===== src/sv/alsm_pkg.sv =====
package alsm_pkg;

   localparam int SLOTS  = 4;
   localparam int SLOT_W = (SLOTS > 1) ? $clog2(SLOTS) : 1;

   localparam int MODE_W      = 2;
   localparam int HOUR_W      = 5;
   localparam int MINUTE_W    = 6;
   localparam int SEL_W       = 2;
   localparam int SNOOZE_W    = 6;
   localparam int TIMEOUT_W   = 8;
   localparam int CSR_INDEX_W = 1;
   localparam int CSR_DATA_W  = 8;

   localparam int MINUTES_PER_HOUR = 60;
   localparam int HOURS_PER_DAY    = 24;
   localparam int ALARM_HOUR_BASE  = 8;
   localparam int ALARM_HOUR_STEP  = 2;
   localparam int SNOOZE_RESET     = 5;
   localparam int TIMEOUT_RESET    = 30;

   typedef enum logic [MODE_W-1:0] {
      MODE_TICK   = 2'd0,
      MODE_SNOOZE = 2'd1,
      MODE_STOP   = 2'd2,
      MODE_SET    = 2'd3
   } mode_type;

   typedef enum logic [CSR_INDEX_W-1:0] {
      CSR_SNOOZE_MINUTES = 1'd0,
      CSR_RING_TIMEOUT   = 1'd1
   } csr_index_type;

   typedef enum logic [1:0] {
      ST_IDLE,
      ST_SCAN,
      ST_MODIFY
   } state_type;

   typedef struct packed {
      logic [HOUR_W-1:0]   hour;
      logic [MINUTE_W-1:0] minute;
      logic                enable;
      logic                latch;
   } slot_entry_type;

   function automatic slot_entry_type reset_entry(input logic [SLOT_W-1:0] idx);
      slot_entry_type e;
      logic [5:0]     h;
      h = 6'(ALARM_HOUR_BASE + ALARM_HOUR_STEP * int'(idx));
      if (h >= 6'(HOURS_PER_DAY)) begin
         h = h - 6'(HOURS_PER_DAY);
      end
      e.hour   = h[HOUR_W-1:0];
      e.minute = '0;
      e.enable = 1'b0;
      e.latch  = 1'b0;
      return e;
   endfunction

endpackage


===== src/sv/alarm_slot_matcher_with_snooze.sv =====
// Alarm slot matcher with snooze.
// Requests enter on the req_ channel (valid/ready); each request gives exactly
// one response on the rsp_ channel, held in an output register until taken.
// Modes: second tick, snooze slot, stop ring, set slot.
// The alarm slots live in a single-port-write synchronous RAM, one entry per
// slot, read through a registered output and written back by read-modify-write.
// A tick reads slot 0 in its accept cycle, then checks and writes back one slot
// per cycle, scanning at most SLOTS slots and fewer when a slot fires. Snooze
// and set read the slot, then modify and write it back in ST_MODIFY. Stop,
// and snooze or set to a missing slot, load their response in the accept cycle.
// One request is in flight at a time; the next is taken in the cycle after the
// response is loaded, provided the output register is empty or being drained.
// If the receiver stalls, the response waits in the output register and
// req_ready stays low until it is taken.
// The csr_ channel writes snooze minutes (index 0) and ring timeout (index 1);
// csr_ready is always high. Writes are meant for idle periods.
// Reset is synchronous: ring state clears, registers return to 5 and 30, and
// per-slot valid bits clear so each slot reads its reset time until written.
// No clearing pass is needed; the block is ready the cycle after reset.
module alarm_slot_matcher_with_snooze (
   input  logic                              clock,
   input  logic                              reset,
   input  logic                              req_valid,
   output logic                              req_ready,
   input  logic [alsm_pkg::MODE_W-1:0]       req_mode,
   input  logic [alsm_pkg::HOUR_W-1:0]       req_now_hour,
   input  logic [alsm_pkg::MINUTE_W-1:0]     req_now_minute,
   input  logic [alsm_pkg::SEL_W-1:0]        req_slot,
   input  logic [alsm_pkg::HOUR_W-1:0]       req_set_hour,
   input  logic [alsm_pkg::MINUTE_W-1:0]     req_set_minute,
   input  logic                              req_set_enable,
   output logic                              rsp_valid,
   input  logic                              rsp_ready,
   output logic                              rsp_fired,
   output logic [alsm_pkg::SEL_W-1:0]        rsp_fired_slot,
   output logic                              rsp_ringing,
   output logic [alsm_pkg::SEL_W-1:0]        rsp_ringing_slot,
   output logic [alsm_pkg::HOUR_W-1:0]       rsp_slot_hour,
   output logic [alsm_pkg::MINUTE_W-1:0]     rsp_slot_minute,
   input  logic                              csr_valid,
   output logic                              csr_ready,
   input  logic [alsm_pkg::CSR_INDEX_W-1:0]  csr_index,
   input  logic [alsm_pkg::CSR_DATA_W-1:0]   csr_data
);
   import alsm_pkg::*;

   state_type             state_ff, state_in;

   mode_type              mode_ff;
   logic [HOUR_W-1:0]     now_hour_ff;
   logic [MINUTE_W-1:0]   now_minute_ff;
   logic [SLOT_W-1:0]     slot_ff;
   logic [HOUR_W-1:0]     set_hour_ff;
   logic [MINUTE_W-1:0]   set_minute_ff;
   logic                  set_enable_ff;

   logic [SNOOZE_W-1:0]   snooze_ff;
   logic [TIMEOUT_W-1:0]  timeout_ff;

   logic                  ring_active_ff, ring_active_in;
   logic [SEL_W-1:0]      ring_owner_ff, ring_owner_in;
   logic [TIMEOUT_W-1:0]  ring_elapsed_ff, ring_elapsed_in;
   logic [SLOT_W-1:0]     eval_idx_ff, eval_idx_in;

   slot_entry_type        slot_mem [SLOTS];
   logic [SLOTS-1:0]      slot_valid_ff;
   slot_entry_type        rd_entry_ff;
   logic                  rd_valid_ff;
   logic [SLOT_W-1:0]     rd_addr_ff;

   logic                  mem_we;
   logic [SLOT_W-1:0]     mem_waddr;
   logic [SLOT_W-1:0]     mem_raddr;
   slot_entry_type        mem_wdata;

   logic                  rsp_valid_ff, rsp_valid_in;
   logic                  fired_ff, fired_in;
   logic [SEL_W-1:0]      fired_slot_ff, fired_slot_in;
   logic                  ringing_ff, ringing_in;
   logic [SEL_W-1:0]      ringing_slot_ff, ringing_slot_in;
   logic [HOUR_W-1:0]     slot_hour_ff, slot_hour_in;
   logic [MINUTE_W-1:0]   slot_minute_ff, slot_minute_in;

   logic                  req_accept;
   logic                  csr_accept;
   logic                  req_in_range;
   mode_type              req_mode_c;
   slot_entry_type        cur_entry;
   logic                  scan_match;
   logic                  scan_fire;
   logic                  scan_last;
   logic [TIMEOUT_W-1:0]  elapsed_inc;
   logic [6:0]            snz_sum;
   logic [6:0]            snz_min;
   logic [1:0]            snz_carry;
   logic [5:0]            snz_hour;
   slot_entry_type        snoozed_entry;
   slot_entry_type        set_entry;
   slot_entry_type        scan_entry;

   logic                  load_rsp;
   logic                  res_fired;
   logic [SEL_W-1:0]      res_fired_slot;
   logic [HOUR_W-1:0]     res_hour;
   logic [MINUTE_W-1:0]   res_minute;

   assign req_accept   = req_valid && req_ready;
   assign csr_ready    = 1'b1;
   assign csr_accept   = csr_valid && csr_ready;
   assign req_mode_c   = mode_type'(req_mode);
   assign req_in_range = (int'(req_slot) < SLOTS);

   assign rsp_valid        = rsp_valid_ff;
   assign rsp_fired        = fired_ff;
   assign rsp_fired_slot   = fired_slot_ff;
   assign rsp_ringing      = ringing_ff;
   assign rsp_ringing_slot = ringing_slot_ff;
   assign rsp_slot_hour    = slot_hour_ff;
   assign rsp_slot_minute  = slot_minute_ff;

   // entries never written read as their reset time
   assign cur_entry = rd_valid_ff ? rd_entry_ff : reset_entry(rd_addr_ff);

   // tick scan decision for the entry under evaluation
   always_comb begin
      scan_match = (cur_entry.hour == now_hour_ff) && (cur_entry.minute == now_minute_ff);
      scan_fire  = cur_entry.enable && scan_match && !cur_entry.latch && !ring_active_ff;
      scan_last  = (eval_idx_ff == SLOT_W'(SLOTS - 1));
      scan_entry = cur_entry;
      if (scan_fire) begin
         scan_entry.latch = 1'b1;
      end else if (!cur_entry.enable || !scan_match) begin
         scan_entry.latch = 1'b0;
      end
   end

   // snooze arithmetic: minute sum stays below three hours
   always_comb begin
      snz_sum = 7'(cur_entry.minute) + 7'(snooze_ff);
      if (snz_sum >= 7'(2 * MINUTES_PER_HOUR)) begin
         snz_min   = snz_sum - 7'(2 * MINUTES_PER_HOUR);
         snz_carry = 2'd2;
      end else if (snz_sum >= 7'(MINUTES_PER_HOUR)) begin
         snz_min   = snz_sum - 7'(MINUTES_PER_HOUR);
         snz_carry = 2'd1;
      end else begin
         snz_min   = snz_sum;
         snz_carry = 2'd0;
      end
      snz_hour = 6'(cur_entry.hour) + 6'(snz_carry);
      if (snz_hour >= 6'(HOURS_PER_DAY)) begin
         snz_hour = snz_hour - 6'(HOURS_PER_DAY);
      end
      snoozed_entry        = cur_entry;
      snoozed_entry.minute = snz_min[MINUTE_W-1:0];
      snoozed_entry.hour   = snz_hour[HOUR_W-1:0];
      snoozed_entry.latch  = 1'b0;

      set_entry        = cur_entry;
      set_entry.hour   = set_hour_ff;
      set_entry.minute = set_minute_ff;
      set_entry.enable = set_enable_ff;
   end

   assign elapsed_inc = (ring_elapsed_ff != '1) ? ring_elapsed_ff + TIMEOUT_W'(1)
                                                : ring_elapsed_ff;

   // next state
   always_comb begin
      state_in = state_ff;
      case (state_ff)
         ST_IDLE: begin
            if (req_accept) begin
               if (req_mode_c == MODE_TICK) begin
                  state_in = ST_SCAN;
               end else if (req_mode_c != MODE_STOP && req_in_range) begin
                  state_in = ST_MODIFY;
               end
            end
         end
         ST_SCAN: begin
            if (scan_fire || scan_last) begin
               state_in = ST_IDLE;
            end
         end
         ST_MODIFY: begin
            state_in = ST_IDLE;
         end
         default: begin
            state_in = ST_IDLE;
         end
      endcase
   end

   // datapath and outputs
   always_comb begin
      req_ready       = (state_ff == ST_IDLE) && (!rsp_valid_ff || rsp_ready);
      ring_active_in  = ring_active_ff;
      ring_owner_in   = ring_owner_ff;
      ring_elapsed_in = ring_elapsed_ff;
      eval_idx_in     = eval_idx_ff;
      mem_we          = 1'b0;
      mem_waddr       = eval_idx_ff;
      mem_wdata       = scan_entry;
      mem_raddr       = eval_idx_ff;
      load_rsp        = 1'b0;
      res_fired       = 1'b0;
      res_fired_slot  = '0;
      res_hour        = '0;
      res_minute      = '0;
      case (state_ff)
         ST_IDLE: begin
            if (req_accept) begin
               case (req_mode_c)
                  MODE_TICK: begin
                     mem_raddr   = '0;
                     eval_idx_in = '0;
                     if (ring_active_ff) begin
                        if (elapsed_inc >= timeout_ff) begin
                           ring_active_in  = 1'b0;
                           ring_elapsed_in = '0;
                        end else begin
                           ring_elapsed_in = elapsed_inc;
                        end
                     end
                  end
                  MODE_STOP: begin
                     ring_active_in  = 1'b0;
                     ring_owner_in   = '0;
                     ring_elapsed_in = '0;
                     load_rsp        = 1'b1;
                  end
                  default: begin
                     mem_raddr = SLOT_W'(req_slot);
                     if (!req_in_range) begin
                        load_rsp = 1'b1;
                     end
                  end
               endcase
            end
         end
         ST_SCAN: begin
            mem_we    = 1'b1;
            mem_waddr = eval_idx_ff;
            mem_wdata = scan_entry;
            if (scan_fire) begin
               ring_active_in  = 1'b1;
               ring_owner_in   = SEL_W'(eval_idx_ff);
               ring_elapsed_in = '0;
               load_rsp        = 1'b1;
               res_fired       = 1'b1;
               res_fired_slot  = SEL_W'(eval_idx_ff);
            end else if (scan_last) begin
               load_rsp = 1'b1;
            end else begin
               eval_idx_in = eval_idx_ff + SLOT_W'(1);
               mem_raddr   = eval_idx_ff + SLOT_W'(1);
            end
         end
         ST_MODIFY: begin
            mem_we    = 1'b1;
            mem_waddr = slot_ff;
            load_rsp  = 1'b1;
            if (mode_ff == MODE_SNOOZE) begin
               mem_wdata       = snoozed_entry;
               ring_active_in  = 1'b0;
               ring_owner_in   = '0;
               ring_elapsed_in = '0;
            end else begin
               mem_wdata = set_entry;
            end
            res_hour   = mem_wdata.hour;
            res_minute = mem_wdata.minute;
         end
         default: begin
         end
      endcase

      rsp_valid_in    = rsp_valid_ff && !rsp_ready;
      fired_in        = fired_ff;
      fired_slot_in   = fired_slot_ff;
      ringing_in      = ringing_ff;
      ringing_slot_in = ringing_slot_ff;
      slot_hour_in    = slot_hour_ff;
      slot_minute_in  = slot_minute_ff;
      if (load_rsp) begin
         rsp_valid_in    = 1'b1;
         fired_in        = res_fired;
         fired_slot_in   = res_fired_slot;
         ringing_in      = ring_active_in;
         ringing_slot_in = ring_active_in ? ring_owner_in : '0;
         slot_hour_in    = res_hour;
         slot_minute_in  = res_minute;
      end
   end

   // slot memory
   always_ff @(posedge clock) begin
      if (mem_we) begin
         slot_mem[mem_waddr] <= mem_wdata;
      end
      rd_entry_ff <= slot_mem[mem_raddr];
      rd_addr_ff  <= mem_raddr;
   end

   always_ff @(posedge clock) begin
      if (reset) begin
         slot_valid_ff <= '0;
         rd_valid_ff   <= 1'b0;
      end else begin
         if (mem_we) begin
            slot_valid_ff[mem_waddr] <= 1'b1;
         end
         rd_valid_ff <= slot_valid_ff[mem_raddr];
      end
   end

   always_ff @(posedge clock) begin
      if (reset) begin
         state_ff        <= ST_IDLE;
         ring_active_ff  <= 1'b0;
         ring_owner_ff   <= '0;
         ring_elapsed_ff <= '0;
         eval_idx_ff     <= '0;
         rsp_valid_ff    <= 1'b0;
      end else begin
         state_ff        <= state_in;
         ring_active_ff  <= ring_active_in;
         ring_owner_ff   <= ring_owner_in;
         ring_elapsed_ff <= ring_elapsed_in;
         eval_idx_ff     <= eval_idx_in;
         rsp_valid_ff    <= rsp_valid_in;
      end
   end

   always_ff @(posedge clock) begin
      if (reset) begin
         snooze_ff  <= SNOOZE_W'(SNOOZE_RESET);
         timeout_ff <= TIMEOUT_W'(TIMEOUT_RESET);
      end else if (csr_accept) begin
         case (csr_index_type'(csr_index))
            CSR_SNOOZE_MINUTES: snooze_ff  <= csr_data[SNOOZE_W-1:0];
            CSR_RING_TIMEOUT:   timeout_ff <= csr_data[TIMEOUT_W-1:0];
            default: begin
            end
         endcase
      end
   end

   // request capture and response payload
   always_ff @(posedge clock) begin
      if (req_accept) begin
         mode_ff       <= req_mode_c;
         now_hour_ff   <= req_now_hour;
         now_minute_ff <= req_now_minute;
         slot_ff       <= SLOT_W'(req_slot);
         set_hour_ff   <= req_set_hour;
         set_minute_ff <= req_set_minute;
         set_enable_ff <= req_set_enable;
      end
      fired_ff        <= fired_in;
      fired_slot_ff   <= fired_slot_in;
      ringing_ff      <= ringing_in;
      ringing_slot_ff <= ringing_slot_in;
      slot_hour_ff    <= slot_hour_in;
      slot_minute_ff  <= slot_minute_in;
   end

endmodule


===== config.mk =====
export PLATFORM = sky130hd
export DESIGN_NAME = alarm_slot_matcher_with_snooze
export DESIGN_NICKNAME = d
export VERILOG_FILES = /design/src/sv/alsm_pkg.sv /design/src/sv/alarm_slot_matcher_with_snooze.sv
export SDC_FILE = /design/constraint.sdc
export NUM_CORES = 1
export LEC_CHECK = 0
export BUFFER_PORTS_ARGS = -buffer_cell sky130_fd_sc_hd__buf_4
export CAP_MARGIN = 10
export CORE_MARGIN = 2
export CORE_UTILIZATION = 60
export CTS_CLUSTER_SIZE = 28
export DETAILED_ROUTE_END_ITERATION = 12
export PLACE_DENSITY = 0.88
export SLEW_MARGIN = 20
export SYNTH_ARGS = -nofsm -noshare
export SYNTH_HDL_FRONTEND = slang
export SYNTH_SLANG_ARGS = --single-unit

===== constraint.sdc =====
create_clock -name clock -period 5.5 [get_ports clock]
set_input_delay 0.55 -clock clock [delete_from_list [all_inputs] [get_ports clock]]
set_output_delay 0.55 -clock clock [all_outputs]
set_load 0.1 [all_outputs]

After elaboration in Yosys (flattened, before gate mapping)
Memories as Yosys holds them, arrays and structs flattened. A register that Yosys moved wholly into a read port is not among the register bits.
Index checks and enable logic that the tools add are counted.
- memory bits (read-only): 0
- memories: 1
- output and inout bits: 20
- RAM bits: 52
- logic and storage cells: 148
- latch bits: 0
- bits in registers: 81
- input bits: 41
- bitwise operators: 2
- $mul: 0
- reductions and logical operators: 28
- $add $sub $neg: 9
- shift-type cells: 0
- muxes and demuxes: 59
- equality and inequality tests: 17
- $lt $le $gt $ge: 8
- divide/modulo/power cells: 0
- memory list (name ; words ; width ; read ports ; clocked after memory_dff ; wr ports ; RTL line ; RTL):
    slot_mem ; 4 ; 13 ; 1 ; 1 ; 1 ; alarm_slot_matcher_with_snooze.sv:65 ; slot_entry_type slot_mem [SLOTS];
- operators by type and width (kind ; count):
    8-bit two-way mux ; 6
    13-bit two-way mux ; 3
    2-bit two-way mux ; 15
    8-bit one-hot mux with 3 select lines ; 1
    1-bit two-way mux ; 19
    2-bit one-hot mux with 2 select lines ; 4
    8-bit one-hot mux with 2 select lines ; 1
    6-bit two-way mux ; 2
    2-bit inequality test (second input constant) ; 6
    6-bit subtractor (second input constant) ; 2
    5-bit two-way mux ; 2
    5-bit subtractor (second input constant) ; 2
    8-bit by 1-bit adder with 8-bit output (second input constant) ; 1
    8-bit greater-or-equal comparator ; 1
    1-bit logical AND ; 8
    8-bit inequality test (second input constant) ; 1
    6-bit by 6-bit adder with 7-bit output ; 1
    7-bit by 6-bit greater-or-equal comparator with 1-bit output (second input constant) ; 1
    7-bit greater-or-equal comparator (second input constant) ; 1
    5-bit by 2-bit adder with 6-bit output ; 1
    2-bit == test (second input constant) ; 3
    6-bit == test ; 1
    6-bit by 5-bit greater-or-equal comparator with 1-bit output (second input constant) ; 1
    1-bit logical NOT ; 6
    other kinds (24) ; 34

Logic depth before layout (Yosys ltp)
Gate-level depths: netlist of the first run.
- word-level depth: 13
- mapped depth: 26

Worst setup path before layout of the first run
Ideal clock, no wire load.
- path type: register -> register
- start: register rd_valid_ff
- end: memory slot_mem[0][12] in the netlist's numbering (data pin)
- period minus slack after synthesis: 4.715 ns
- library setup time: 0.266 ns
- data arrival time: 4.449 ns
- path buffers: 4
- stages on the path, launching flop included: 26
- path slack: 0.785 ns
- data required time: 5.234 ns
- cells stage by stage: dfxtp_1 > buf_6 > buf_4 > clkbuf_1 > and2_1 > ha_1 > inv_1 > fa_1 > xnor2_1 > inv_1 > ha_1 > and3b_1 > a31oi_1 > and3b_1 > clkbuf_2 > nor2_1 > ha_1 > inv_1 > fa_1 > nor2_1 > nand3b_1 > o21ai_0 > and3_1 > a31oi_1 > o21ai_0 > a22o_1
- RTL lines (what ; RTL line ; RTL):
    from (decl) ; alarm_slot_matcher_with_snooze.sv:68 ; logic rd_valid_ff;
    from (signal assigned) ; alarm_slot_matcher_with_snooze.sv:314 ; rd_valid_ff <= slot_valid_ff[mem_raddr];
    to (decl) ; alarm_slot_matcher_with_snooze.sv:65 ;

==> impl_metrics.toml, run 1 <==
[place]
place_congestion = 0.886
placed_area_sq_mm = 0.00744
place.detailed.hpwl_microns = 10600
portBuffers = 59

[sta]
finalMaxSlewViolations = 0
fin_crit_sh = 0.877
fin_setup_tns_ps = 0
rsz0062_at_grt = "no"
min_period_ps = 4830
setup_violations = 0
whs_ps = 307
worst_slew_pin_slew_ps = 1110
max_freq_mhz = 207
slew_headroom = 0.258
finClkSkew_ps = 10.7
finalHoldViolCount = 0

[route]
firstDrtPassIters = 6
drc = 0
drt_iter0_drc = 270
avgViaCountPerCell = 5.91
wl_microns = 15300
routed_wire_length_per_instance_microns = 18.8
ant_nets = 0
routed-via-count = 4809

[floorplan]
die-height_microns = 111
chipWidth_microns = 111
dieArea_sq_mm = 0.0124
core_sq_mm = 0.0113
start_util = 0.611
ios = 61
row_count = 39

[logic_synthesis]
synth_area_leaders = "edfxtp_1, dfxtp_1, mux2i_1, ha_1, nor2_1"
synthCells = 601
yosys-top-cells-count = "edfxtp_1, dfxtp_1, nor2_1"
yosysMostFrequentCell = "edfxtp_1"
synth_top_area_frac = 0.417
ys_warn_count = 0
syn-num-nets = 668
syn_avg_cell_area_sq_um = 11.5
ys_types = 65
synth_flop_cell = "edfxtp_1"
syn_area_sq_mm = 0.00692
synth_seq_cells = 146
synth-seq-area-share = 0.561
synth_top_area_cell = "edfxtp_1"
synth_edf_count = 96
ys_async_sr_fraction = 0

[cts]
cts_tree = "built"
clock_latency_ps = 420
cts-htree-levels = 4
clockBufferDepth = 2
holdBufCountCts = 0
numCtsBuffers = 17
cts_root_buf = "clkbuf_16"
cts.clk_slew.worst_paths_ps = 60
post_cts_resized = 0
numClockSinks = 146
post-cts-setup-buffers = 0

[pwr]
power_frac_comb = 0.285
internal_power_mw = 2.35
peakVddDrop_mv = 0.412
swShare = 0.341
pwr-share-clk = 0.292
power_switching_mw = 1.22
seqPwrFrac = 0.423
power_per_cell_area_mw_per_mm2 = 448
total_power_mw = 3.57
leakagePower_nw = 3.21

[grt]
grt_usage = 0.256
grtUsageMet2 = 0.459
grt_max_degree = 34
grt_overflow = 0
grt_first_pass_wirelength_microns = 24300
antenna_found_initial = 0
use_met1 = 0.297
grt_pass1_vias = 4832
grt.busiest_layer = "met2"
grt.met3_usage = 0.0588

[job]
timing.max_cap.violations = 0

[final_layout]
finalInstanceArea_sq_mm = 0.00798
area_delta_synth_final_pct = 15.4
drive_gt1_frac = 0.152
fin_nets = 725
num_antenna_cells = 0
final_core_util = 0.705

[setup_path]
crit_arrival_ps = 5040
worstSetupPathType = "reg -> reg"
end_kind = "flop"
worstPathMaxFanout = 6
required_ps = 5710
crit_path_start_kind = "flop"

[outcome]
outcome = "finished clean"

[min_path]
hold_path.class = "in -> reg"
-- metal layers --
metal | wire [microns] | up-vias
li1 | - | 2312
met2 | 7940 | 169
met4 | 359 | 0
met1 | 6090 | 2302
met3 | 892 | 26
met5 | 0 | -
-- placed cells by master (no fill, tap or decap), types with 3 or more instances in the layout --
master | Yosys | layout
a21boi_0 | 5 | 4
a21o_1 | 10 | 10
a21oi_1 | 20 | 20
a22oi_1 | 3 | 3
a31oi_1 | 10 | 10
a32o_1 | 7 | 7
a32oi_1 | 3 | 3
and2_1 | 15 | 15
buf_4 | 5 | 65
clkbuf_1 | 16 | 8
clkbuf_16 | 0 | 19
clkinv_2 | 0 | 3
dfxtp_1 | 50 | 50
edfxtp_1 | 96 | 96
ha_1 | 24 | 24
inv_1 | 33 | 33
mux2_2 | 3 | 3
mux2i_1 | 47 | 47
nand2_1 | 43 | 43
nand2b_1 | 8 | 8
nand3_1 | 29 | 29
nand3b_1 | 4 | 4
nand4_1 | 3 | 3
nor2_1 | 49 | 49
nor2b_1 | 6 | 6
nor3_1 | 11 | 11
o2111ai_1 | 3 | 3
o21a_1 | 10 | 10
o21ai_0 | 22 | 22
o22ai_1 | 4 | 4
or3_1 | 3 | 3
xnor2_1 | 10 | 10
xor2_1 | 5 | 5
-- final timing paths --
kind                        start  depth (start not counted)         endpoint  slack (ps)
setup / recovery   rd_entry_ff[2]                         20  slot_mem[2][11]         670
hold / removal    req_now_hour[4]                          1   now_hour_ff[4]         310
setup reg to reg   rd_entry_ff[2]                         20  slot_mem[2][11]         670
hold reg to reg     timeout_ff[6]                          2    timeout_ff[6]         460
-- sequential cells by signal, summed over array words and instances (netlist names), 4 cells and up --
register	count
now_hour_ff	5
set_hour_ff	5
slot_valid_ff	4
ring_elapsed_ff	8
now_minute_ff	6
rd_entry_ff	13
snooze_ff	6
set_minute_ff	6
slot_mem	52
timeout_ff	8
rsp_slot_hour	5
rsp_slot_minute	6
-- through the flow --
step / cells / setup slack [ps]
3_5_place_dp: 782 / 779
4_1_cts: 814 / 748
6_report: 814 / 674
5_1_grt: 814 / 177
3_3_place_gp: 782 / 988
2_1_floorplan: 601 / 785
-- critical path, cell delays in order, from the launching register on --
cell,delay [ps]
dfxtp_1,390
and2_1,180
ha_1,170
inv_1,60
fa_1,410
xnor2_1,450
ha_1,280
nand3b_1,90
o31ai_1,390
a21oi_1,170
nor2_1,140
ha_1,170
inv_1,60
fa_1,470
nor2_1,240
nor2_1,90
o21ai_0,220
a221oi_1,130
nor2_1,150
inv_1,60
a22oi_1,290
-- power by group through the flow --
stage | sequential, mW | clock (mW) | combinational (mW)
detailed placement | 1.53 | 0 | 1.01
global placement | 1.52 | 0 | 0.981
floorplan | 1.72 | 0 | 0.557
finish | 1.51 | 1.04 | 1.02
global route | 1.53 | 1.09 | 1.10
CTS | 1.51 | 1.05 | 1.02
-- layout make-up --
class	instances	area (sq um)
Sequential cell	146	3880
Fill cell	840	3340
Multi-Input combinational cell	395	2770
Clock buffer	28	519
Timing Repair Buffer	65	488
Tap cell	143	179
Inverter	33	124
Clock inverter	4	21.3
-- cell families after synthesis --
| family | count (synthesis) | synth area share |
|---|---|---|
| xor gates and xnor gates | 15 | 0.0190 |
| DFF | 146 | 0.561 |
| muxes | 52 | 0.0794 |
| buffers and inverters | 60 | 0.0392 |
| AOI/OAI and AO/OA | 115 | 0.116 |
| and+or+nand+nor | 186 | 0.135 |
| other | 1 | 0.000542 |
| adders and majority gates | 26 | 0.0492 |
Note: power is estimated with default switching activity, not from simulation.
==> run 2: changes to the inputs <==
Settings changed: CORE_UTILIZATION 60 to 50, PLACE_DENSITY 0.88 to 0.78.
==> run 2 against run 1 <==
Total power up 3.1%. Sequential power about the same. Combinational power about the same. Final cell count up 3.8%. Cell area up 1.1%. Routed wire length up 3.1%. Non-clock buffer count down 2. Critical path depth up 1. Worst setup slack worse by 110 ps. Die area up 19%. Global-route usage down 2.7 points. Register-to-register slack worse by 110 ps.
==> impl_metrics.toml, run 2 (synthesis results as in run 1) <==
[cts]
cts_root_buf = "clkbuf_16"
post-cts-setup-buffers = 0
cts_tree = "built"
cts-htree-levels = 4
post_cts_resized = 0
numClockSinks = 146
cts.clk_slew.worst_paths_ps = 60
clock_latency_ps = 420
clockBufferDepth = 2
numCtsBuffers = 17
holdBufCountCts = 0

[final_layout]
area_delta_synth_final_pct = 16.6
largest_reg_flops = 52
num_antenna_cells = 0
regArea_sq_mm = 0.00388
final_common_cell = "edfxtp_1"
nFillCells = 1062
reg_top3 = "slot_mem x52, rd_entry_ff x13"
drive_gt1_frac = 0.158
multiInputGateArea_sq_mm = 0.00278
layout_common_cells = "edfxtp_1, buf_4, dfxtp_1, nor2_1, mux2i_1"
fin_nets = 723
regMostFlops = "slot_mem"

[place]
place_congestion = 0.909
portBuffers = 59
place.detailed.hpwl_microns = 10700

[setup_path]
critPathBufInv = 2
critical_path_depth = 21
slowest_stage = "fa_1"
crit_arrival_ps = 5100
worstPathMaxFanout = 20
crit_path_start_kind = "flop"
slowest_delay_ps = 470
required_ps = 5660
cp_top_family = "simple AND/OR/NAND/NOR gates"
cp_cell_sequence = "buf_4 -> and2_1 -> ha_1 -> nor2b_1 -> o21a_1 -> nor3_1 -> nor2_1 -> ha_1 -> a31oi_1 -> and3b_1 -> nor2_1 -> ha_1 -> inv_1 -> fa_1 -> nor2_1 -> nand3b_1 -> o21ai_0 -> and3_1 -> a31oi_1 -> o21ai_0 -> a22o_1"
end_kind = "flop"
worstSetupPathType = "reg -> reg"
ff2ff_path_depth = 21

[sta]
fin_setup_tns_ps = 0
worst_slew_pin_slew_ps = 1100
setup_violations = 0
finClkSkew_ps = 8.42
rsz0062_at_grt = "no"
slew_headroom = 0.265
max_freq_mhz = 202
min_period_ps = 4940
fin_crit_sh = 0.898
finalHoldViolCount = 0
finalMaxSlewViolations = 0

[route]
firstDrtPassIters = 5
ant_nets = 0
avgViaCountPerCell = 5.74
drc = 0
wl_microns = 15800
routed_wire_length_per_instance_microns = 18.6
drt_iter0_drc = 256
routed-via-count = 4849

[floorplan]
ios = 61
dieArea_sq_mm = 0.0148
core_sq_mm = 0.0134
chipWidth_microns = 122
die-height_microns = 122
row_count = 42
start_util = 0.516

[pwr]
peakVddDrop_mv = 0.291
total_power_mw = 3.68
leakagePower_nw = 3.22
power_per_cell_area_mw_per_mm2 = 457

[outcome]
outcome = "finished clean"

[min_path]
hold_path.class = "in -> reg"
hold_path_depth = 1

[grt]
antenna_found_initial = 0
grt_first_pass_wirelength_microns = 25400
grt_usage = 0.228
grt_max_degree = 34
grt_pass1_vias = 5120
grt_overflow = 0

[job]
timing.max_cap.violations = 0
[run 2: report_power, final]
part	leakage, nW	switching (mW)	internal [mW]	total (mW)
Clock	0.284	0.430	0.720	1.15
Sequential	1.31	0.110	1.40	1.51
Combinational	1.63	0.712	0.306	1.02
[run 2: path summary, 6_finish.rpt]
path | end | start | slack (ps)
max reg2reg | slot_mem[0][12] | rd_valid_ff | 560
min | now_minute_ff[5] | req_now_minute[5] | 300
min reg2reg | timeout_ff[7] | timeout_ff[7] | 470
max | slot_mem[0][12] | rd_valid_ff | 560
[run 2: layout make-up]
cell class,count,share of cell area
flip-flops and latches,146,0.482
multi-input cells,395,0.344
repair buffers,63,0.0586
clock buffers,21,0.0558
well taps,176,0.0273
clock inverters,11,0.0171
inverters,33,0.0154
[run 2: routing by layer]
layer  up-vias  wire length, microns  GRT usage
met3        29                   748     0.0566
met4         0                   342     0.0884
li1       2307                     -          -
met2       155                  8000      0.394
met1      2358                  6670      0.276
met5         -                     0          0
[run 2: stage by stage]
step	area, sq um	hold slack [ps]	cells	util	setup slack [ps]
final	8070	302	845	0.602	560
after global routing	8070	285	845	0.602	89.8
after CTS	8060	281	845	0.602	646
after detailed placement	7470	456	813	0.558	673
after global placement	7470	449	813	0.557	953
after floorplan	6920	436	601	-	785
